### src/hw/rtl/rgbe_pkg.sv
// ----------------------------------------------------------------------------
// rgbe_pkg: shared types and constants
// Request and response payloads, status codes, phase codes and the
// controller/datapath command struct for the RGBE run-length scanline decoder.
// ----------------------------------------------------------------------------
package rgbe_pkg;

    localparam logic [2:0] ST_TAKEN   = 3'd0;
    localparam logic [2:0] ST_ROW     = 3'd1;
    localparam logic [2:0] ST_PIXEL   = 3'd2;
    localparam logic [2:0] ST_DONE    = 3'd3;
    localparam logic [2:0] ST_CORRUPT = 3'd4;
    localparam logic [2:0] ST_REFUSED = 3'd5;
    localparam logic [2:0] ST_EMPTY   = 3'd6;

    localparam logic [2:0] PH_HEAD  = 3'd0;
    localparam logic [2:0] PH_FLAT  = 3'd1;
    localparam logic [2:0] PH_COUNT = 3'd2;
    localparam logic [2:0] PH_VALUE = 3'd3;
    localparam logic [2:0] PH_LIT   = 3'd4;
    localparam logic [2:0] PH_READY = 3'd5;
    localparam logic [2:0] PH_ERR   = 3'd6;

    localparam logic CMD_PUSH = 1'b0;
    localparam logic CMD_READ = 1'b1;

    localparam logic [0:0] REG_WIDTH  = 1'b0;
    localparam logic [0:0] REG_HEIGHT = 1'b1;

    typedef struct packed {
        logic       command;
        logic [7:0] byte_value;
    } t_in;

    typedef struct packed {
        logic [2:0]  status;
        logic [31:0] red_bits;
        logic [31:0] green_bits;
        logic [31:0] blue_bits;
        logic [11:0] pixel_column;
        logic [15:0] row_number;
        logic        last_of_row;
    } t_out;

    // Controller to datapath.
    typedef struct packed {
        logic       wr_en;     // write one store entry
        logic       rd_en;     // read one store entry
        logic [1:0] rd_plane;  // plane of the read
        logic       rd_save;   // latch last read data into plane register
        logic [1:0] save_plane;
        logic       convert;   // convert latched pixel into floats
    } t_cmd;

    // Exact conversion of m * 2^(e-136) into an IEEE single.
    function automatic logic [31:0] rgbe_channel(input logic [7:0] m, input logic [7:0] e);
        logic [2:0]  k;
        logic [9:0]  ex;
        logic [31:0] res;
        k = 3'd0;
        for (int i = 1; i < 8; i++) begin
            if (m[i]) k = 3'(i);
        end
        ex = 10'({7'd0, k}) + 10'({2'd0, e}) - 10'd9;
        if (e == 8'd0 || m == 8'd0) begin
            res = 32'd0;
        end else if (!ex[9] && ex != 10'd0) begin
            res = {1'b0, ex[7:0], 23'({m, 15'd0} << (4'd8 - 4'(k)))};
        end else begin
            res = 32'({24'd0, m} << (e + 8'd13));
        end
        return res;
    endfunction

endpackage

### src/hw/rtl/rgbe_ctrl.sv
// ----------------------------------------------------------------------------
// rgbe_ctrl: decoder controller
// Parses row heads, counts and runs, sequences store accesses and issues
// one response per request.
// ----------------------------------------------------------------------------
module rgbe_ctrl
    import rgbe_pkg::*;
#(
    parameter int MAX_WIDTH = 4096,
    parameter int AW = 14
) (
    input  logic          i_clk,
    input  logic          i_rst_n,
    input  logic          i_req_valid,
    output logic          o_req_ready,
    input  t_in           i_req,
    input  logic [12:0]   i_width,
    input  logic [15:0]   i_height,
    output t_cmd          o_cmd,
    output logic [AW-1:0] o_wr_addr,
    output logic [7:0]    o_wr_data,
    output logic [AW-1:0] o_rd_addr,
    input  logic [7:0]    i_rd_data,
    input  logic [31:0]   i_red,
    input  logic [31:0]   i_green,
    input  logic [31:0]   i_blue,
    output logic          o_rsp_valid,
    input  logic          i_rsp_ready,
    output t_out          o_rsp
);

    localparam logic [2:0] S_IDLE = 3'd0;
    localparam logic [2:0] S_RUN  = 3'd1;
    localparam logic [2:0] S_RD   = 3'd2;
    localparam logic [2:0] S_CONV = 3'd3;
    localparam logic [2:0] S_OUT  = 3'd4;

    localparam logic [15:0] WMAX = 16'(MAX_WIDTH);

    logic [2:0]  r_st, n_st;
    logic [2:0]  r_ph, n_ph;
    logic [1:0]  r_pi, n_pi;
    logic [15:0] r_cc, n_cc;
    logic [7:0]  r_bl, n_bl;
    logic        r_rp, n_rp;
    logic [15:0] r_rc, n_rc;
    logic [15:0] r_ptr, n_ptr;
    logic [7:0]  r_h [4];
    logic [7:0]  r_val, n_val;
    logic [2:0]  r_sub, n_sub;
    logic        r_ovalid, n_ovalid;
    t_out        r_o, n_o;
    logic        r_lastp, n_lastp;
    logic        r_err, n_err;

    logic [15:0] w;
    logic [17:0] w4;
    always_comb begin
        if (i_width == 13'd0) w = 16'd1;
        else if (16'(i_width) > WMAX) w = WMAX;
        else w = 16'(i_width);
        w4 = {w, 2'b00};
    end

    logic accept;
    assign o_req_ready = (r_st == S_IDLE) && (!r_ovalid || i_rsp_ready);
    assign accept = i_req_valid && o_req_ready;
    assign o_rsp_valid = r_ovalid;
    assign o_rsp = r_o;

    logic [AW-1:0] flat_addr, plane_addr;
    assign flat_addr  = AW'(r_cc);
    assign plane_addr = AW'({r_cc, r_pi});

    always_comb begin
        n_st = r_st; n_ph = r_ph; n_pi = r_pi; n_cc = r_cc; n_bl = r_bl;
        n_rp = r_rp; n_rc = r_rc; n_ptr = r_ptr; n_val = r_val; n_sub = r_sub;
        n_err = r_err; n_lastp = r_lastp;
        n_ovalid = r_ovalid && !i_rsp_ready;
        n_o = r_o;
        o_cmd = '0;
        o_wr_addr = flat_addr;
        o_wr_data = i_req.byte_value;
        o_rd_addr = AW'({r_ptr, r_sub[1:0]});
        case (r_st)
            S_IDLE: begin
                if (accept) begin
                    n_ovalid = 1'b1;
                    n_o = '0;
                    n_o.row_number = r_rc;
                    n_o.status = ST_TAKEN;
                    if (r_err) begin
                        n_o.status = ST_CORRUPT;
                    end else if (i_req.command == CMD_PUSH) begin
                        if (r_rc >= i_height) n_o.status = ST_DONE;
                        else if (r_ph == PH_READY) n_o.status = ST_REFUSED;
                        else begin
                            case (r_ph)
                                PH_HEAD, PH_FLAT: begin
                                    o_cmd.wr_en = (r_cc < 16'(4 * MAX_WIDTH));
                                    n_cc = r_cc + 16'd1;
                                    if (r_ph == PH_HEAD && r_cc == 16'd3) begin
                                        if (r_h[0] == 8'd2 && r_h[1] == 8'd2 &&
                                            {r_h[2], i_req.byte_value} == w &&
                                            w >= 16'd8 && !w[15]) begin
                                            n_cc = 16'd0; n_pi = 2'd0; n_ph = PH_COUNT;
                                        end else if (18'(n_cc) >= w4) begin
                                            n_ph = PH_READY; n_ptr = 16'd0;
                                            n_o.status = ST_ROW;
                                        end else n_ph = PH_FLAT;
                                    end else if (r_ph == PH_FLAT && 18'(n_cc) >= w4) begin
                                        n_ph = PH_READY; n_ptr = 16'd0;
                                        n_o.status = ST_ROW;
                                    end
                                end
                                PH_COUNT: begin
                                    if (i_req.byte_value > 8'd128) begin
                                        if (r_cc + 16'(i_req.byte_value - 8'd128) > w) begin
                                            n_err = 1'b1; n_ph = PH_ERR;
                                            n_o.status = ST_CORRUPT;
                                        end else begin
                                            n_bl = i_req.byte_value - 8'd128;
                                            n_rp = 1'b1; n_ph = PH_VALUE;
                                        end
                                    end else if (i_req.byte_value == 8'd0 ||
                                                 r_cc + 16'(i_req.byte_value) > w) begin
                                        n_err = 1'b1; n_ph = PH_ERR;
                                        n_o.status = ST_CORRUPT;
                                    end else begin
                                        n_bl = i_req.byte_value; n_ph = PH_LIT;
                                    end
                                end
                                PH_VALUE: begin
                                    n_ovalid = 1'b0;
                                    n_val = i_req.byte_value;
                                    n_st = S_RUN;
                                end
                                default: begin
                                    o_wr_addr = plane_addr;
                                    o_cmd.wr_en = 1'b1;
                                    n_cc = r_cc + 16'd1;
                                    n_bl = (r_bl != 8'd0) ? r_bl - 8'd1 : 8'd0;
                                    if (n_bl != 8'd0 && n_cc < w) begin
                                        n_o.status = ST_TAKEN;
                                    end else if (n_bl != 8'd0) begin
                                        n_err = 1'b1; n_ph = PH_ERR;
                                        n_o.status = ST_CORRUPT;
                                    end else if (n_cc >= w) begin
                                        n_cc = 16'd0; n_pi = r_pi + 2'd1;
                                        n_ph = PH_COUNT;
                                        if (r_pi == 2'd3) begin
                                            n_ph = PH_READY; n_ptr = 16'd0;
                                            n_o.status = ST_ROW;
                                        end
                                    end else n_ph = PH_COUNT;
                                end
                            endcase
                        end
                    end else if (r_ph == PH_READY) begin
                        n_ovalid = 1'b0;
                        n_sub = 3'd0;
                        n_st = S_RD;
                    end else if (r_rc >= i_height) n_o.status = ST_DONE;
                    else n_o.status = ST_EMPTY;
                end
            end
            S_RUN: begin
                o_wr_addr = plane_addr;
                o_wr_data = r_val;
                if (r_bl != 8'd0) begin
                    o_cmd.wr_en = 1'b1;
                    n_cc = r_cc + 16'd1;
                    n_bl = r_bl - 8'd1;
                end else begin
                    n_rp = 1'b0;
                    n_ovalid = 1'b1;
                    n_o = '0;
                    n_o.row_number = r_rc;
                    n_o.status = ST_TAKEN;
                    n_ph = PH_COUNT;
                    n_st = S_IDLE;
                    if (r_cc >= w) begin
                        n_cc = 16'd0; n_pi = r_pi + 2'd1;
                        if (r_pi == 2'd3) begin
                            n_ph = PH_READY; n_ptr = 16'd0;
                            n_o.status = ST_ROW;
                        end
                    end
                end
            end
            S_RD: begin
                // Fetch planes 0..3; each read lands in the cycle after it is issued.
                o_cmd.rd_en = (r_sub != 3'd4);
                o_cmd.rd_save = (r_sub != 3'd0);
                o_cmd.save_plane = 2'(r_sub - 3'd1);
                n_sub = r_sub + 3'd1;
                if (r_sub == 3'd4) n_st = S_CONV;
            end
            S_CONV: begin
                o_cmd.convert = 1'b1;
                n_st = S_OUT;
            end
            default: begin
                n_ovalid = 1'b1;
                n_o = '0;
                n_o.status = ST_PIXEL;
                n_o.red_bits = i_red;
                n_o.green_bits = i_green;
                n_o.blue_bits = i_blue;
                n_o.pixel_column = r_ptr[11:0];
                n_o.row_number = r_rc;
                n_st = S_IDLE;
                if (r_ptr + 16'd1 >= w) begin
                    n_o.last_of_row = 1'b1;
                    n_ptr = 16'd0; n_cc = 16'd0; n_pi = 2'd0; n_ph = PH_HEAD;
                    if (r_rc != 16'hFFFF) n_rc = r_rc + 16'd1;
                end else n_ptr = r_ptr + 16'd1;
            end
        endcase
    end

    always_ff @(posedge i_clk) begin
        if (!i_rst_n) begin
            r_st <= S_IDLE; r_ph <= PH_HEAD; r_pi <= '0; r_cc <= '0; r_bl <= '0;
            r_rp <= 1'b0; r_rc <= '0; r_ptr <= '0; r_sub <= '0; r_ovalid <= 1'b0;
            r_err <= 1'b0; r_lastp <= 1'b0;
        end else begin
            r_st <= n_st; r_ph <= n_ph; r_pi <= n_pi; r_cc <= n_cc; r_bl <= n_bl;
            r_rp <= n_rp; r_rc <= n_rc; r_ptr <= n_ptr; r_sub <= n_sub;
            r_ovalid <= n_ovalid; r_err <= n_err; r_lastp <= n_lastp;
        end
    end

    always_ff @(posedge i_clk) begin
        r_o <= n_o;
        r_val <= n_val;
        if (accept && i_req.command == CMD_PUSH && r_ph == PH_HEAD && r_cc < 16'd4)
            r_h[r_cc[1:0]] <= i_req.byte_value;
    end

    logic unused;
    assign unused = ^{i_rd_data, r_lastp, r_rp};

endmodule

### config.mk
export PLATFORM = sky130hd
export DESIGN_NAME = rgbe_ctrl
export DESIGN_NICKNAME = d
export VERILOG_FILES = /design/src/hw/rtl/rgbe_pkg.sv /design/src/hw/rtl/rgbe_ctrl.sv
export SDC_FILE = /design/constraint.sdc
export NUM_CORES = 1
export LEC_CHECK = 0
export ABC_CLOCK_PERIOD_IN_PS = 14010
export BUFFER_PORTS_ARGS = -buffer_cell sky130_fd_sc_hd__buf_2
export CAP_MARGIN = 0
export CORE_MARGIN = 4
export CORE_UTILIZATION = 55
export CTS_BUF_LIST = sky130_fd_sc_hd__clkbuf_4
export DETAILED_ROUTE_END_ITERATION = 8
export PLACE_DENSITY = 0.86
export SYNTH_ARGS = -nofsm -noshare
export SYNTH_HDL_FRONTEND = slang
export SYNTH_SLANG_ARGS = --single-unit
### constraint.sdc
create_clock -name i_clk -period 14.01 [get_ports i_clk]
set_input_delay 2.1015 -clock i_clk [delete_from_list [all_inputs] [get_ports i_clk]]
set_output_delay 2.1015 -clock i_clk [all_outputs]
set_load 0.005 [all_outputs]
==> impl.org <==
** Run status
- The flow ran to the end, and the final reports show no timing, DRC or antenna violations.

** Power
- Of the total power, the clock network draws 40.7%.
- Switching Fraction :: around a quarter
- Internal portion of total power :: roughly 1.1 mW
- IR analysis of the VDD net gives a maximum drop of between 0.06 and 0.07 mV.
- Static power due to leakage :: just under 7 nW
- P_sw :: around 0.37 mW
- Share of total power in combinational logic :: around 9%
- Dividing total power by cell area gives a power density of a little over 90 nW/um^2.
- Sequential share of power :: approximately half

** Global route
- Number of antenna violations at the first check in global routing :: 3
- The number of global-route vias before repair is 11400.
- Global routing consumed, over all layers together, a little over a quarter of the routing resources.
- Global-route wire length before repair :: a little under 60000 um
- Entering global routing, the biggest net connects slightly above 80 pins.
- After global routing the overflow that remains totals 0.

** STA
- Final hold vios :: 0
- Static timing analysis puts the maximum clock frequency at between 0.1 and 0.15 GHz.
- Post-route clock period utilization :: 51.3%
- Final setup margin :: approximately 7000 ps
- At the pin with the least slew margin, the transition time is ~1200 ps.
- Minimum clock period :: approximately 7000 ps
- The count of final max-slew check failures is 0.
- Post-Route Setup TNS :: 0 ps
- Setup violations remaining at the end of the flow were counted as 0.
- Post-Route Skew :: 51.7 ps
- Unrepaired setup endpoints after global routing :: no
- Worst slew margin :: between 10% and 20%

** Detailed routing
- For this run, design rule violations remaining after detail routing come to 0.
- Count of vias placed by the detailed router :: 11900
- Per-cell routed wire length :: 19.4 um
- The first routing iteration left 1085 violations.
- Post-Route WL :: between 30000 and 40000 um
- The first detailed-routing pass took 5 iterations.
- DR vias/cell :: approximately 5.9
- Detail Route Antenna Nets :: 0

** Clock tree
- The number of setup buffers added after CTS is 0.
- The number of gates resized after CTS was 0.
- The clock tree synthesis step divided the H-tree into 2 levels.
- Number of hold-repair buffers added at the cts stage :: 0
- CTS buffer count :: 60
- Number of clock sinks :: about 230
- The longest clock path from root to sink contains 3 buffers.
- TritonCTS built the clock tree.
- Clk Latency, worst-skew pair :: 710 ps
- Clock tree synthesis selected as its root buffer the cell clkbuf_4.
- Clock-pin slew reported for the worst setup and hold paths after clock tree synthesis :: roughly 60 ps

** Final layout
- Commonest cells after routing, fill and taps aside :: buf_2, edfxtp_1, nor2b_1, ha_1, nand2_1
- Area occupied by multi-input gates :: around 6800 um^2
- With fillers left out, the area of the finished cells amounts to about 16000 um^2.
- Fraction of layout cells with a size suffix above 1 :: between 20% and 30%
- The filler cells instantiated in the layout total ~1900.
- Storage element area :: slightly above 6000 um^2
- Relative to the synthesized area, the layout overhead comes to 18.4%.
- Most common cell after layout, fill and taps aside :: buf_2
- Core Util, Final :: between 60% and 70%
- Number of nets in the final layout :: roughly 1900

** Worst hold path
- The startpoint identified for the worst hold timing path is r_bl[7].
- Type of the worst min-delay path :: register to register

** Setup path
- Type of element capturing the critical path :: output port
- Crit path DAT :: 5080 ps
- In this design, the stage delay of the slowest critical-path cell is approximately 940 ps.
- STA classifies the critical path startpoint as an input pin.
- Kind of critical path :: input pin to output port
- In this design, the critical path's most frequently occurring cell is buf_2.
- Traced cell by cell, the critical path runs through buf_2 > inv_1 > ha_1 > nand4_1 > or3_1 > o211ai_1 > nor2_1 > o21ai_1 > mux2_2 > buf_2.
- At the worst endpoint, the required time is approximately 12000 ps.
- Crit. Startpoint :: i_height[13]
- Maximum fanout along the worst path :: 16
- Among all stages on the critical path, the largest delay is contributed by o21ai_1.
- R2r startpoint :: r_cc[0]

** Yosys
- Post-synthesis register bit count :: 229
- The synthesized netlist devotes 10.6% of its cell area to adder and majority cells.
- In the synthesized netlist the async set-or-reset flop fraction comes to 0%.
- Combinational family with the most area after synthesis :: simple AND/OR/NAND/NOR gates
- Fraction of synthesized cell area in xor and xnor cells :: approximately 3.8%
- Of the post-synthesis cell area, the part taken by muxes is roughly 1.9%.
- Simple-gate share of the synthesized area :: between 10% and 20%
- Post-Syn Area :: roughly 13000 um^2
- Synth warn :: 0
- Yosys mapped a number of flops with a built-in enable equal to 160.
- Unique cell type count in the Yosys netlist :: between 80 and 90
- Sequential share of the synthesized area :: approximately 46%
- Mean instance size in the synthesized netlist :: just over 10 um^2
- Synthesis handed over a netlist of around 1300 instances.
- Share of the synthesized area in compound gates (AO/OA/AOI/OAI) :: 14.2%
- In the synthesized netlist the dominant register cell turns out to be edfxtp_1.

** Die
- Starting Density :: between 50% and 60%
- Measured along the y axis, the die boundary spans 165 um.
- The floorplan has 57 rows.
- Die outline width :: 165 um
- Ports placed on the boundary :: 320
- Total core area :: approximately 24000 um^2
- Area of the die :: about 27000 um^2

** Placement
- Final GP Congestion :: 0.966
- After legalization and detailed placement, the total HPWL measured around 29000 um.
- Number of input and output port buffers inserted :: approximately 300
- Timing analysis after detailed placement gives a worst setup slack of between 6000 and 7000 ps.
- After detailed placement, the total cell area comes to 15200 um^2.

** Job
- Max-cap violations in this run came to 0.
worst max-delay path: cells and delay by family:
family | cells | cell delay, ps
adder cells (fa/ha/maj) | 1 | 290
buffers and inverters | 3 | 240
AND/OR/NAND/NOR | 3 | 620
multiplexers | 1 | 430
AO/OA/AOI/OAI | 2 | 1390
worst paths after layout:
path / end / slack [ps] / cells after the start
max: o_wr_addr[9] / 6830 / 10
min reg2reg: r_bl[7] / 480 / 2
min: r_bl[7] / 480 / 2
max reg2reg: r_bl[2] / 8560 / 21
registers in the layout, indices dropped and copies added, names as in the netlist, 3 cells and up:
| register | flops |
|---|---|
| o_rsp | 128 |
| r_bl | 8 |
| r_cc | 16 |
| r_h | 24 |
| r_ph | 3 |
| r_ptr | 16 |
| r_rc | 16 |
| r_st | 3 |
| r_sub | 3 |
| r_val | 8 |
cell usage after synthesis (10+ instances only):
master	count	share of area, %
edfxtp_1	160	36
nor2b_1	120	5.6
ha_1	113	10
nand2_1	112	3.1
nor2_1	75	2.1
dfxtp_1	69	10
a21oi_1	55	2.0
inv_1	55	1.5
clkbuf_1	43	1.2
o21ai_0	42	1.6
xnor2_1	40	2.6
nor3_1	32	1.2
nand3_1	30	1.1
a211oi_1	23	1.3
nand4_1	23	1.1
a21o_1	22	1.2
and3_1	21	0.97
a31oi_1	19	0.88
and2_1	19	0.88
xor2_1	18	1.2
buf_4	17	0.95
mux2_2	14	1.2
a22oi_1	13	0.72
nor4_1	12	0.56
o21a_1	12	0.67
nand2b_1	10	0.46
power by group through the flow:
stage	combinational, mW	clock (mW)	sequential, mW
after floorplan	0.0640	0	0.767
after global placement	0.128	0	0.762
after detailed placement	0.132	0	0.763
after CTS	0.133	0.617	0.748
after global routing	0.146	0.659	0.749
final	0.134	0.605	0.748
routing by layer:
layer / GRT usage (%) / vias to the layer above / share of wire [%]
met5: 0 / - / 0.069
met4: 12.7 / 4 / 4.4
met3: 5.09 / 125 / 8.8
li1: - / 5502 / -
met1: 32.7 / 5636 / 38
met2: 46.9 / 592 / 49
logic make-up (layout without fill, tap and decap cells):
kind of cell               after synthesis  after routing
xor gates and xnor gates                58             58
and+or+nand+nor                        494            494
DFF                                    229            229
AOI/OAI and AO/OA                      273            273
other                                    1              3
muxes                                   24             24
adders and majority gates              114            114
buffers and inverters                  127            483
area by class of cell:
class,instances,share of cell area (%)
multi-input combinational,965,42.4
sequential,229,38.7
timing repair buffer,315,9.96
clock buffer,93,4.37
tap,324,2.54
inverter,56,1.32
clock inverter,19,0.713
antenna,1,0.0157
through the flow:
stage / hold WS (ps) / power, mW / instances
2_1_floorplan: 446 / 0.831 / 1321
4_1_cts: 480 / 1.50 / 2001
5_1_grt: 517 / 1.55 / 2002
6_report: 484 / 1.49 / 2002
3_5_place_dp: 470 / 0.894 / 1889
3_3_place_gp: 459 / 0.889 / 1889
No activity file was read; power rests on OpenSTA's default activity.
